--- src/rtl/iss_pkg.sv ---
// ----------------------------------------------------------------------------
// iss_pkg
// Shared types and field widths of the insertion sort block.
// ----------------------------------------------------------------------------
package iss_pkg;

	localparam int unsigned FIELD_W = 16;
	localparam int unsigned CMP_W   = 9;
	localparam int unsigned MOV_W   = 10;

	typedef enum logic [1:0] {
		ST_FILL  = 2'b01,
		ST_DRAIN = 2'b10
	} state_t;

	// Per-cycle command broadcast to every cell of the chain.
	typedef struct packed {
		logic insert;
		logic drain;
	} cell_ctrl_t;

endpackage

--- src/rtl/iss_in_if.sv ---
// ----------------------------------------------------------------------------
// iss_in_if
// Input channel: one value per request, with the end-of-set mark.
// ----------------------------------------------------------------------------
interface iss_in_if;
	logic                         valid;
	logic                         ready;
	logic [iss_pkg::FIELD_W-1:0]  value;
	logic                         last_item;

	modport source (output valid, output value, output last_item, input ready);
	modport sink   (input valid, input value, input last_item, output ready);
endinterface

--- src/rtl/iss_out_if.sv ---
// ----------------------------------------------------------------------------
// iss_out_if
// Result channel: one sorted value per request, with the set totals.
// ----------------------------------------------------------------------------
interface iss_out_if;
	logic                         valid;
	logic                         ready;
	logic [iss_pkg::FIELD_W-1:0]  sorted_value;
	logic [iss_pkg::CMP_W-1:0]    comparisons;
	logic [iss_pkg::MOV_W-1:0]    relocations;
	logic                         last_out;
	logic                         overflow;

	modport source (output valid, output sorted_value, output comparisons,
		output relocations, output last_out, output overflow, input ready);
	modport sink   (input valid, input sorted_value, input comparisons,
		input relocations, input last_out, input overflow, output ready);
endinterface

--- src/rtl/iss_cell.sv ---
// ----------------------------------------------------------------------------
// iss_cell
// One slot of the sorted chain: compares the broadcast key, takes the key,
// its lower neighbour's value on insertion, or its upper neighbour's value
// while draining.
// ----------------------------------------------------------------------------
module iss_cell #(
	parameter int unsigned KW = 16
) (
	input  logic                clk,
	input  logic                arst_n,
	input  iss_pkg::cell_ctrl_t ctrl,
	input  logic [KW-1:0]       key,
	input  logic                prev_occ,
	input  logic                prev_gt,
	input  logic [KW-1:0]       prev_value,
	input  logic                next_occ,
	input  logic [KW-1:0]       next_value,
	output logic                occ,
	output logic                gt,
	output logic                here,
	output logic [KW-1:0]       value
);

	logic          occ_q;
	logic [KW-1:0] value_q;

	assign gt    = occ_q && (value_q > key);
	// insertion point: first slot that is greater, or the first free slot
	assign here  = !prev_gt && (gt || (!occ_q && prev_occ));
	assign occ   = occ_q;
	assign value = value_q;

	always_ff @(posedge clk or negedge arst_n) begin
		if (!arst_n) begin
			occ_q <= 1'b0;
		end else if (ctrl.insert) begin
			if (prev_gt || here) begin
				occ_q <= 1'b1;
			end
		end else if (ctrl.drain) begin
			occ_q <= next_occ;
		end
	end

	always_ff @(posedge clk) begin
		if (ctrl.insert) begin
			if (prev_gt) begin
				value_q <= prev_value;
			end else if (here) begin
				value_q <= key;
			end
		end else if (ctrl.drain) begin
			value_q <= next_value;
		end
	end

endmodule

--- src/rtl/insertion_sort_with_op_counts.sv ---
// ----------------------------------------------------------------------------
// insertion_sort_with_op_counts
// Sorts a set of values in a chain of compare-and-shift cells and counts the
// comparisons and relocations that a software insertion sort would make.
// ----------------------------------------------------------------------------
// Throughput: one value accepted per cycle while filling; the key is compared
//   in every cell at once and the chain shifts in the same cycle.
// Draining: the first result is offered the cycle after the last item is taken;
//   a set of N values then drains at one result per cycle while the receiver is ready.
// No input is taken while a set is draining.
// Reset clears occupancy, counts and the overflow flag; stored values are not
//   cleared, as empty cells are never read.
module insertion_sort_with_op_counts #(
	parameter int unsigned DEPTH       = 32,
	parameter int unsigned VALUE_WIDTH = 16
) (
	input  logic      clk,
	input  logic      arst_n,
	iss_in_if.sink    items,
	iss_out_if.source results
);

	localparam int unsigned KW = (VALUE_WIDTH < iss_pkg::FIELD_W) ?
		VALUE_WIDTH : iss_pkg::FIELD_W;
	localparam int unsigned CW = $clog2(DEPTH + 1);

	iss_pkg::state_t      state_q;
	iss_pkg::cell_ctrl_t  ctrl;
	logic [CW-1:0]        fill_q;
	logic [iss_pkg::CMP_W-1:0] cmp_q;
	logic [iss_pkg::MOV_W-1:0] mov_q;
	logic                 ovf_q;

	logic [DEPTH-1:0]     occ_w;
	logic [DEPTH-1:0]     gt_w;
	logic [DEPTH-1:0]     here_w;
	logic [KW-1:0]        val_w [DEPTH];
	logic [KW-1:0]        key;

	logic                 in_acc;
	logic                 out_acc;
	logic                 full;
	logic [CW-1:0]        pos;
	logic [CW-1:0]        shifted;

	assign key     = items.value[KW-1:0];
	assign in_acc  = items.valid && items.ready;
	assign out_acc = results.valid && results.ready;
	assign full    = (fill_q == CW'(DEPTH));

	assign items.ready = (state_q == iss_pkg::ST_FILL);

	assign ctrl.insert = in_acc && !full;
	assign ctrl.drain  = out_acc;

	for (genvar k = 0; k < DEPTH; k++) begin : g_cell
		logic          p_occ;
		logic          p_gt;
		logic [KW-1:0] p_val;
		logic          n_occ;
		logic [KW-1:0] n_val;

		if (k == 0) begin : g_bot
			assign p_occ = 1'b1;
			assign p_gt  = 1'b0;
			assign p_val = '0;
		end else begin : g_mid
			assign p_occ = occ_w[k-1];
			assign p_gt  = gt_w[k-1];
			assign p_val = val_w[k-1];
		end

		if (k == DEPTH - 1) begin : g_top
			assign n_occ = 1'b0;
			assign n_val = '0;
		end else begin : g_low
			assign n_occ = occ_w[k+1];
			assign n_val = val_w[k+1];
		end

		iss_cell #(.KW(KW)) u_cell (
			.clk        (clk),
			.arst_n     (arst_n),
			.ctrl       (ctrl),
			.key        (key),
			.prev_occ   (p_occ),
			.prev_gt    (p_gt),
			.prev_value (p_val),
			.next_occ   (n_occ),
			.next_value (n_val),
			.occ        (occ_w[k]),
			.gt         (gt_w[k]),
			.here       (here_w[k]),
			.value      (val_w[k])
		);
	end

	// insertion index from the one-hot insertion point
	always_comb begin
		pos = '0;
		for (int k = 0; k < DEPTH; k++) begin
			pos = pos | (here_w[k] ? CW'(k) : '0);
		end
	end

	assign shifted = fill_q - pos;

	always_ff @(posedge clk or negedge arst_n) begin
		if (!arst_n) begin
			state_q <= iss_pkg::ST_FILL;
			fill_q  <= '0;
			cmp_q   <= '0;
			mov_q   <= '0;
			ovf_q   <= 1'b0;
		end else begin
			unique case (state_q)
				iss_pkg::ST_FILL: begin
					if (in_acc) begin
						if (full) begin
							ovf_q <= 1'b1;
						end else begin
							fill_q <= fill_q + CW'(1);
							if (fill_q != '0) begin
								cmp_q <= cmp_q + iss_pkg::CMP_W'(shifted)
									+ iss_pkg::CMP_W'(pos != '0);
								mov_q <= mov_q + iss_pkg::MOV_W'(shifted)
									+ iss_pkg::MOV_W'(1);
							end
						end
						if (items.last_item) begin
							state_q <= iss_pkg::ST_DRAIN;
						end
					end
				end
				iss_pkg::ST_DRAIN: begin
					if (out_acc) begin
						fill_q <= fill_q - CW'(1);
						// final result taken: clear for the next set
						if (fill_q == CW'(1)) begin
							state_q <= iss_pkg::ST_FILL;
							cmp_q   <= '0;
							mov_q   <= '0;
							ovf_q   <= 1'b0;
						end
					end
				end
				default: begin
					state_q <= iss_pkg::ST_FILL;
				end
			endcase
		end
	end

	assign results.valid        = (state_q == iss_pkg::ST_DRAIN);
	assign results.sorted_value = iss_pkg::FIELD_W'(val_w[0]);
	assign results.comparisons  = cmp_q;
	assign results.relocations  = mov_q;
	assign results.last_out     = (fill_q == CW'(1));
	assign results.overflow     = ovf_q;

	// occupancy bits track the fill count
	a_fill_occ: assert property (@(posedge clk) disable iff (!arst_n)
		(fill_q == '0) == !occ_w[0])
		else $error("fill count and bottom cell occupancy disagree");

	// occupied cells form a contiguous run from the bottom
	a_contig: assert property (@(posedge clk) disable iff (!arst_n)
		((occ_w >> 1) & ~occ_w) == '0)
		else $error("gap in occupied cells");

	// draining never starts from an empty chain
	a_drain_nonempty: assert property (@(posedge clk) disable iff (!arst_n)
		(state_q == iss_pkg::ST_DRAIN) |-> (fill_q != '0))
		else $error("draining with no stored values");

	// the final result returns the block to an empty, cleared state
	a_clear: assert property (@(posedge clk) disable iff (!arst_n)
		(out_acc && results.last_out) |=>
			(state_q == iss_pkg::ST_FILL && fill_q == '0 && !ovf_q))
		else $error("set not cleared after final result");

	// a request taken while full raises the overflow flag
	a_ovf: assert property (@(posedge clk) disable iff (!arst_n)
		(in_acc && full && !items.last_item) |=> ovf_q)
		else $error("dropped request did not raise overflow");

endmodule

--- src/flat_wrapper.sv ---
// flat-port wrapper written by rule: the top's interface ports become plain ports
module insertion_sort_with_op_counts_flat 
#(
	parameter int unsigned DEPTH       = 32,
	parameter int unsigned VALUE_WIDTH = 16
)
  (clk, arst_n, items_valid, items_value, items_last_item, items_ready, results_valid, results_sorted_value, results_comparisons, results_relocations, results_last_out, results_overflow, results_ready);
  iss_in_if items_i ();
  iss_out_if results_i ();
  input  logic clk;
  input  logic arst_n;
  input wire logic [$bits(items_i.valid)-1:0] items_valid;
  input wire logic [$bits(items_i.value)-1:0] items_value;
  input wire logic [$bits(items_i.last_item)-1:0] items_last_item;
  output wire logic [$bits(items_i.ready)-1:0] items_ready;
  output wire logic [$bits(results_i.valid)-1:0] results_valid;
  output wire logic [$bits(results_i.sorted_value)-1:0] results_sorted_value;
  output wire logic [$bits(results_i.comparisons)-1:0] results_comparisons;
  output wire logic [$bits(results_i.relocations)-1:0] results_relocations;
  output wire logic [$bits(results_i.last_out)-1:0] results_last_out;
  output wire logic [$bits(results_i.overflow)-1:0] results_overflow;
  input wire logic [$bits(results_i.ready)-1:0] results_ready;
  assign items_i.valid = items_valid;
  assign items_i.value = items_value;
  assign items_i.last_item = items_last_item;
  assign items_ready = items_i.ready;
  assign results_valid = results_i.valid;
  assign results_sorted_value = results_i.sorted_value;
  assign results_comparisons = results_i.comparisons;
  assign results_relocations = results_i.relocations;
  assign results_last_out = results_i.last_out;
  assign results_overflow = results_i.overflow;
  assign results_i.ready = results_ready;
  insertion_sort_with_op_counts #(.DEPTH(DEPTH), .VALUE_WIDTH(VALUE_WIDTH)) u_core (.clk(clk), .arst_n(arst_n), .items(items_i), .results(results_i));
endmodule
--- config.mk ---
export PLATFORM = sky130hd
export DESIGN_NAME = insertion_sort_with_op_counts_flat
export DESIGN_NICKNAME = d
export VERILOG_FILES = /design/src/rtl/iss_pkg.sv /design/src/rtl/iss_in_if.sv /design/src/rtl/iss_out_if.sv /design/src/rtl/iss_cell.sv /design/src/rtl/insertion_sort_with_op_counts.sv /design/src/flat_wrapper.sv
export SDC_FILE = /design/constraint.sdc
export NUM_CORES = 2
export LEC_CHECK = 0
export ABC_CLOCK_PERIOD_IN_PS = 5140
export CORE_MARGIN = 2
export CORE_UTILIZATION = 30
export CTS_CLUSTER_SIZE = 25
export DETAILED_ROUTE_END_ITERATION = 10
export DONT_BUFFER_PORTS = 1
export GPL_TIMING_DRIVEN = 0
export PLACE_DENSITY_LB_ADDON = 0.3
export SETUP_SLACK_MARGIN = 0.1
export SLEW_MARGIN = 20
export SYNTH_ARGS = -nofsm -noshare
export SYNTH_HDL_FRONTEND = slang
export SYNTH_SLANG_ARGS = --single-unit
export TNS_END_PERCENT = 10
--- constraint.sdc ---
create_clock -name clk -period 5.14 [get_ports clk]
set_clock_uncertainty 0.2 [all_clocks]
set_input_delay 0.514 -clock clk [delete_from_list [all_inputs] [get_ports clk]]
set_output_delay 0.514 -clock clk [all_outputs]
set_load 0.01 [all_outputs]
# Word-level counts from Yosys, hierarchy flattened
# Index checks and enable logic that the tools add are counted.
[totals] regBits=572 in_bits=21 out_inout_bits=39 elab_cells=787
[classes] add_sub_neg=7 magnitude_cmp=32 eq_ne=74 muxes=280 bitwise_logic=30 reduce_logical=295
[op_table] op="$mux W16" count=127
[op_table] op="$gt A16 B16 Y1" count=32
[op_table] op="$or A6 B6 Y6" count=30
[op_table] op="$reduce_and A2 Y1" count=63
[op_table] op="$mux W1" count=101
[op_table] op="$logic_and A1 B1 Y1" count=97
[op_table] op="$ne A3 B3 Y1 const B" count=31
[op_table] op="$mux W5" count=16
[op_table] op="$ne A2 B2 Y1 const B" count=39
[op_table] op="$logic_not A1 Y1" count=64
[op_table] op="$logic_or A1 B1 Y1" count=63
[op_table] op="$mux W10" count=5
[op_table] op="$mux W9" count=5
[op_table] op="$mux W4" count=8
[op_table] op="$pmux W10 S2" count=1
[op_table] op="$mux W6" count=3
[op_table] op="$pmux W9 S2" count=1
[op_table] op="$mux W2" count=6
[op_table] op="$mux W3" count=4
[op_table] op="$pmux W6 S2" count=1
[op_table] op="$reduce_bool A6 Y1" count=2
[op_table] op="$add A10 B1 Y10 const B" count=1
[op_table] op="$add A10 B6 Y10" count=1
[op_table] op="$add A9 B1 Y9" count=1
[op_table] op="14 further kinds" count=16

# Logic depth before layout (Yosys ltp)
[logic_depth] word_depth=42 depth_mapped=27 depth_no_buf=24

# Modules after synthesis
# From an unflattened synthesis, not the netlist that was laid out.
[hier_totals] hier_cells=4486 area_unflattened_um2=43930.9
[modules_own_cells] mod="iss_cell at u_core.g_cell[0].u_cell ..." instances=29 cells_per_inst=132 area_per_inst_um2=1301.2 seq_area_each_um2=505.5
[modules_own_cells] mod="iss_cell at u_core.g_cell[7].u_cell ..." instances=3 cells_per_inst=137 area_per_inst_um2=1321.3 seq_area_each_um2=505.5
[modules_own_cells] mod="insertion_sort_with_op_counts" instances=1 cells_per_inst=247 area_per_inst_um2=2230.9 seq_area_each_um2=701.9

# Worst setup path before layout
# Ideal clock, no wire load.
[synth_timing] kind="input to register" from="in items_value[13]" to="reg u_core.mov_q (netlist bit u_core.results.relocations[9])" setup_ns=0.078 t_arrival_ns=6.398 required_ns=4.862 path_slack_ns=-1.536 path_stages=26 n_path_buf=3 cell_sequence="clkbuf_1 clkinv_1 clkbuf_1 ha_1 a21o_1 a21o_1 a221o_1 o311a_1 buf_2 a21o_1 a21o_1 or4_1 nor2_1 nand2_1 fa_1 inv_1 ha_1 nor2b_1 o21ai_0 a21boi_0 o21ai_0 nand2b_1 and2_1 o211ai_1 or3_1 a21oi_1"
[synth_via] elab_chain_len=42 elab_cells_between_ends=225 cone_classes="3 x add/sub; 32 x order compare; 35 x mux; 30 x bitwise; 125 x reduce/logical"
[synth_rtl] item="from (decl)" line_no="flat_wrapper.sv:13" rtl="input wire logic [$bits(items_i.value)-1:0] items_value;"
[synth_rtl] item="$gt A16 B16 Y1" line_no="iss_cell.sv:28" rtl="assign gt = occ_q && (value_q > key);"
[synth_rtl] item="$logic_and A1 B1 Y1" line_no="iss_cell.sv:28"
[synth_rtl] item="$logic_not A1 Y1 / $logic_or A1 B1 Y1 (equally long branches)" line_no="iss_cell.sv:30" rtl="assign here = !prev_gt && (gt || (!occ_q && prev_occ));"
[synth_rtl] item="$logic_and A1 B1 Y1" line_no="iss_cell.sv:30"
[synth_rtl] item="$mux W1 / $mux W2 (equally long branches)" line_no="insertion_sort_with_op_counts.sv:102" rtl="pos = pos | (here_w[k] ? CW'(k) : '0);"
[synth_rtl] item="$or A6 B6 Y6 (29 in series)" line_no="insertion_sort_with_op_counts.sv:102"
[synth_rtl] item="$or A6 B6 Y6 (*)" line_no="insertion_sort_with_op_counts.sv:102"
[synth_rtl] item="$sub A6 B6 Y6 (*)" line_no="insertion_sort_with_op_counts.sv:106" rtl="assign shifted = fill_q - pos;"
[synth_rtl] item="$add A10 B6 Y10 (*)" line_no="insertion_sort_with_op_counts.sv:126" rtl="mov_q <= mov_q + iss_pkg::MOV_W'(shifted)"
[synth_rtl] item="$add A10 B1 Y10 (*)" line_no="insertion_sort_with_op_counts.sv:127" rtl="+ iss_pkg::MOV_W'(1);"
[synth_rtl] item="$mux W10 (*)" line_no="insertion_sort_with_op_counts.sv:123" rtl="if (fill_q != '0) begin"
[synth_rtl] item="$mux W10 (*)" line_no="insertion_sort_with_op_counts.sv:119" rtl="if (full) begin"
[synth_rtl] item="$mux W10 (*)" line_no="insertion_sort_with_op_counts.sv:118" rtl="if (in_acc) begin"
[synth_rtl] item="$pmux W10 S2 (*)" line_no="insertion_sort_with_op_counts.sv:116" rtl="unique case (state_q)"
[synth_rtl] item="to (signal assigned)" line_no="insertion_sort_with_op_counts.sv:126"
[synth_rtl] item="to (decl)" line_no="insertion_sort_with_op_counts.sv:31" rtl="logic [iss_pkg::MOV_W-1:0] mov_q;"
# Every way passes the cells marked *; elsewhere a longest branch is shown, timed or not. The select of a mux whose other input is x is not followed.
# A chain may end at the register's enable or synchronous reset.

# Worst setup path after layout
[layout_timing] from="in items_value[14]" to="reg u_core.mov_q (netlist bit u_core.results.relocations[9])"
# The elaborated chain is that of the path after synthesis.

==> impl_metrics.json <==
{
  "setup-violations-final": 11,
  "asyncSetResetFlopFracSynth": 0.105,
  "area_delta_synth_final_pct": 20.7,
  "route.vias.total": 36891,
  "worst_setup_path_end_kind": "flip-flop",
  "clock_sink_count": 572,
  "maximum_root_to_sink_buffer_count": 3,
  "layout.nets": 5153,
  "ys_dominant_reg_cell": "sky130_fd_sc_hd__edfxtp_1",
  "synth.area.top_cells": "sky130_fd_sc_hd__edfxtp_1, sky130_fd_sc_hd__ha_1, sky130_fd_sc_hd__o21ai_0",
  "vdd.ir_drop.worst_mv": 0.253,
  "max_slew_headroom": 0.175,
  "detailed_place_hpwl_um": 111000,
  "multiInputGateArea_um2": 23300,
  "die_x_um": 372,
  "cell_leakage_power_nw": 19.9,
  "post_synth_instance_area_um2": 40600,
  "crit_path_start_kind": "input port",
  "timing_worst_slew_pin_value_ns": 1.24,
  "syn-instance-count": 4316,
  "postSynthAreaPerCell_um2": 9.40,
  "worst-setup-path-type": "in -> reg",
  "achievable_clock_frequency_mhz": 176,
  "synth_largest_type_area_fraction": 0.379,
  "clk_transition_reported_paths_ns": 0.05,
  "via_count_of_the_first_global_routing_pass": 35437,
  "fillCellCount": 13465,
  "floorplan.core_area_um2": 134000,
  "clock_h_tree_levels": 3,
  "timing.final.crit_period_ns": 5.68,
  "place.gp.congestion": 0.903,
  "clock_tree_from_tritoncts": "done",
  "drt_iter0_markers": 4524,
  "initial_core_util": 0.303,
  "crit_path_max_fanout": 11,
  "finalMaxSlewViolations": 0,
  "min-delay-path-class": "in -> reg",
  "ctsRootBufferMaster": "sky130_fd_sc_hd__clkbuf_16",
  "port-buffer-count": 0,
  "wl_um": 174000,
  "number_of_antenna_violating_nets_in_the_routed_design": 0,
  "number_of_design_rule_violations_left_after_detail_routing": 0,
  "ys_types": 73,
  "number_of_register_bits_inferred_by_synthesis": 572,
  "layout-drive-gt1-share": 0.110,
  "place_ws_ns": -2.73,
  "wl_per_cell_um": 27.1,
  "die_area_um2": 138000,
  "grt_util_all_layers": 0.246,
  "die_height_um": 372,
  "synth-edff-count": 512,
  "avgViaCountPerCell": 5.74,
  "cap_viol_max_count": 0,
  "period_share": 1.11,
  "num_io_pins": 60,
  "yosysWarnings": 0,
  "grt_overflow": 0,
  "timing.critical_path.required_ns": 5.50,
  "final.hold.worst_slack_ns": 0.0379,
  "slowest_delay_ns": 0.55,
  "clock_latency_ns": 0.66,
  "setup_ws_ns": -0.542,
  "critical_path.slowest_cell": "sky130_fd_sc_hd__fa_2",
  "cp_data_arrival_time_ns": 6.05,
  "synth.net_count": 4874,
  "grt_antenna_before_repair": 8,
  "yosysMostFrequentCell": "sky130_fd_sc_hd__nand2_1",
  "finalHoldViolCount": 0,
  "cts_inserted_buffers": 74,
  "detailedRoute.firstPassIterationCount": 6,
  "yosys.area.top_type": "sky130_fd_sc_hd__edfxtp_1",
  "seq_area_um2": 16900,
  "commonest_cells_in_the_netlist": "sky130_fd_sc_hd__nand2_1, sky130_fd_sc_hd__o21ai_0, sky130_fd_sc_hd__ha_1",
  "rows": 134,
  "failing_checks": "setup timing",
  "grt_pass1_wl_um": 248000,
  "p_per_area_nw_per_um2": 420,
  "rsz_0062_raised_after_global_routing": "yes",
  "final_core_utilization": 0.366,
  "synth.yosys.seq_area_share": 0.416,
  "grt_max_degree": 61,
  "status": "finished, violations left"
}
## sequential cells by signal, indices dropped and copies added, names as in the netlist
register and flops:
u_core.g_cell.u_cell.value 512, u_core.state_q 2, u_core.results.relocations 10, u_core.fill_q 6, u_core.results.overflow 1, u_core.g_cell.u_cell.occ 32, u_core.results.comparisons 9
## worst max-delay path, delay by kind of cell
kind,cells,cell delay (ns)
and+or+nand+nor,7,1.43
AOI/OAI and AO/OA,10,1.94
adders and majority gates,4,1.31
buffers and inverters,5,0.79
## final timing paths
kind	start	end	slack, ns	cells after the start
setup / recovery	items_value[14]	u_core.results.relocations[9]	-0.54	26
hold / removal	results_ready	u_core.fill_q[0]	0.04	2
setup reg to reg	u_core.g_cell[9].u_cell.value[11]	u_core.results.relocations[9]	-0.52	23
hold reg to reg	u_core.g_cell[31].u_cell.occ	u_core.g_cell[31].u_cell.occ	0.34	2
max in group asynchronous	arst_n	u_core.state_q[0]	4.11	2
min in group asynchronous	arst_n	u_core.g_cell[22].u_cell.occ	0.29	2
## through the flow
stage                     setup TNS, ns  power, mW  area, µm²  std cells
after global routing              -4.98       21.7      49000       6421
after floorplan                   -2.05       11.9      41200       4316
after global placement          -506.70       14.0      43400       6084
after CTS                         -1.66       20.2      48200       6356
after detailed placement        -105.64       14.2      43700       6103
final                             -3.51       20.6      49000       6423
## metal layers
| layer | up-vias | part of all wire | global-route usage |
|---|---|---|---|
| li1 | 16606 | - | - |
| met1 | 17985 | 0.40 | 0.318 |
| met2 | 1844 | 0.43 | 0.376 |
| met3 | 444 | 0.11 | 0.0695 |
| met4 | 12 | 0.057 | 0.121 |
| met5 | - | 0.00046 | 0 |
## power by group
group          switching, mW  leakage (nW)  internal, mW
Combinational           4.79          13.3          3.04
Sequential             0.972          5.45          6.40
Clock                   2.22          1.19          3.17
## placed cells by master, fill, tap and decap left out, types with 13 or more instances in the layout
master / n
sky130_fd_sc_hd__ha_1: 506
sky130_fd_sc_hd__buf_4: 142
sky130_fd_sc_hd__clkbuf_1: 201
sky130_fd_sc_hd__dfrtp_1: 59
sky130_fd_sc_hd__nand3_1: 21
sky130_fd_sc_hd__mux2i_1: 242
sky130_fd_sc_hd__edfxtp_1: 512
sky130_fd_sc_hd__o21ai_2: 21
sky130_fd_sc_hd__buf_2: 15
sky130_fd_sc_hd__o21ai_0: 571
sky130_fd_sc_hd__a21o_1: 37
sky130_fd_sc_hd__nor2_1: 328
sky130_fd_sc_hd__nand4_1: 119
sky130_fd_sc_hd__clkbuf_8: 33
sky130_fd_sc_hd__a21oi_1: 464
sky130_fd_sc_hd__o22a_1: 31
sky130_fd_sc_hd__ha_4: 26
sky130_fd_sc_hd__nor2b_1: 54
sky130_fd_sc_hd__clkbuf_16: 107
sky130_fd_sc_hd__nand2_1: 642
sky130_fd_sc_hd__or4_1: 16
sky130_fd_sc_hd__inv_1: 67
sky130_fd_sc_hd__nand2b_1: 20
sky130_fd_sc_hd__o211ai_1: 36
sky130_fd_sc_hd__o21a_1: 25
sky130_fd_sc_hd__buf_6: 20
sky130_fd_sc_hd__clkinv_2: 13
## cell families after synthesis
kind of cell    Yosys count  synth area share
flops                   572             0.416
compound gates         1334             0.184
mux                     242            0.0597
simple gates           1272             0.137
xor+xnor                 21           0.00453
buf+inv                 338            0.0318
fa+ha+maj               537             0.166
## timing repair
item / CTS / global route
hold buffers: 6 / 0
hold endpoints to repair: 65 / 0
gates cloned: 34 / 0
setup buffers: 80 / 65
pin swaps: 48 / 43
setup endpoints to repair: 36 / 15
gates resized for setup: 138 / 46
## cell type report
type / count / area share
multi-input combinational: 3406 / 0.475
sequential: 572 / 0.345
tap: 1768 / 0.0452
clock buffer: 101 / 0.0424
timing repair buffer: 204 / 0.0404
buffer: 254 / 0.0322
inverter: 83 / 0.0127
clock inverter: 33 / 0.00690
antenna: 2 / 0.000102
Power figures use the tool's default switching activity.
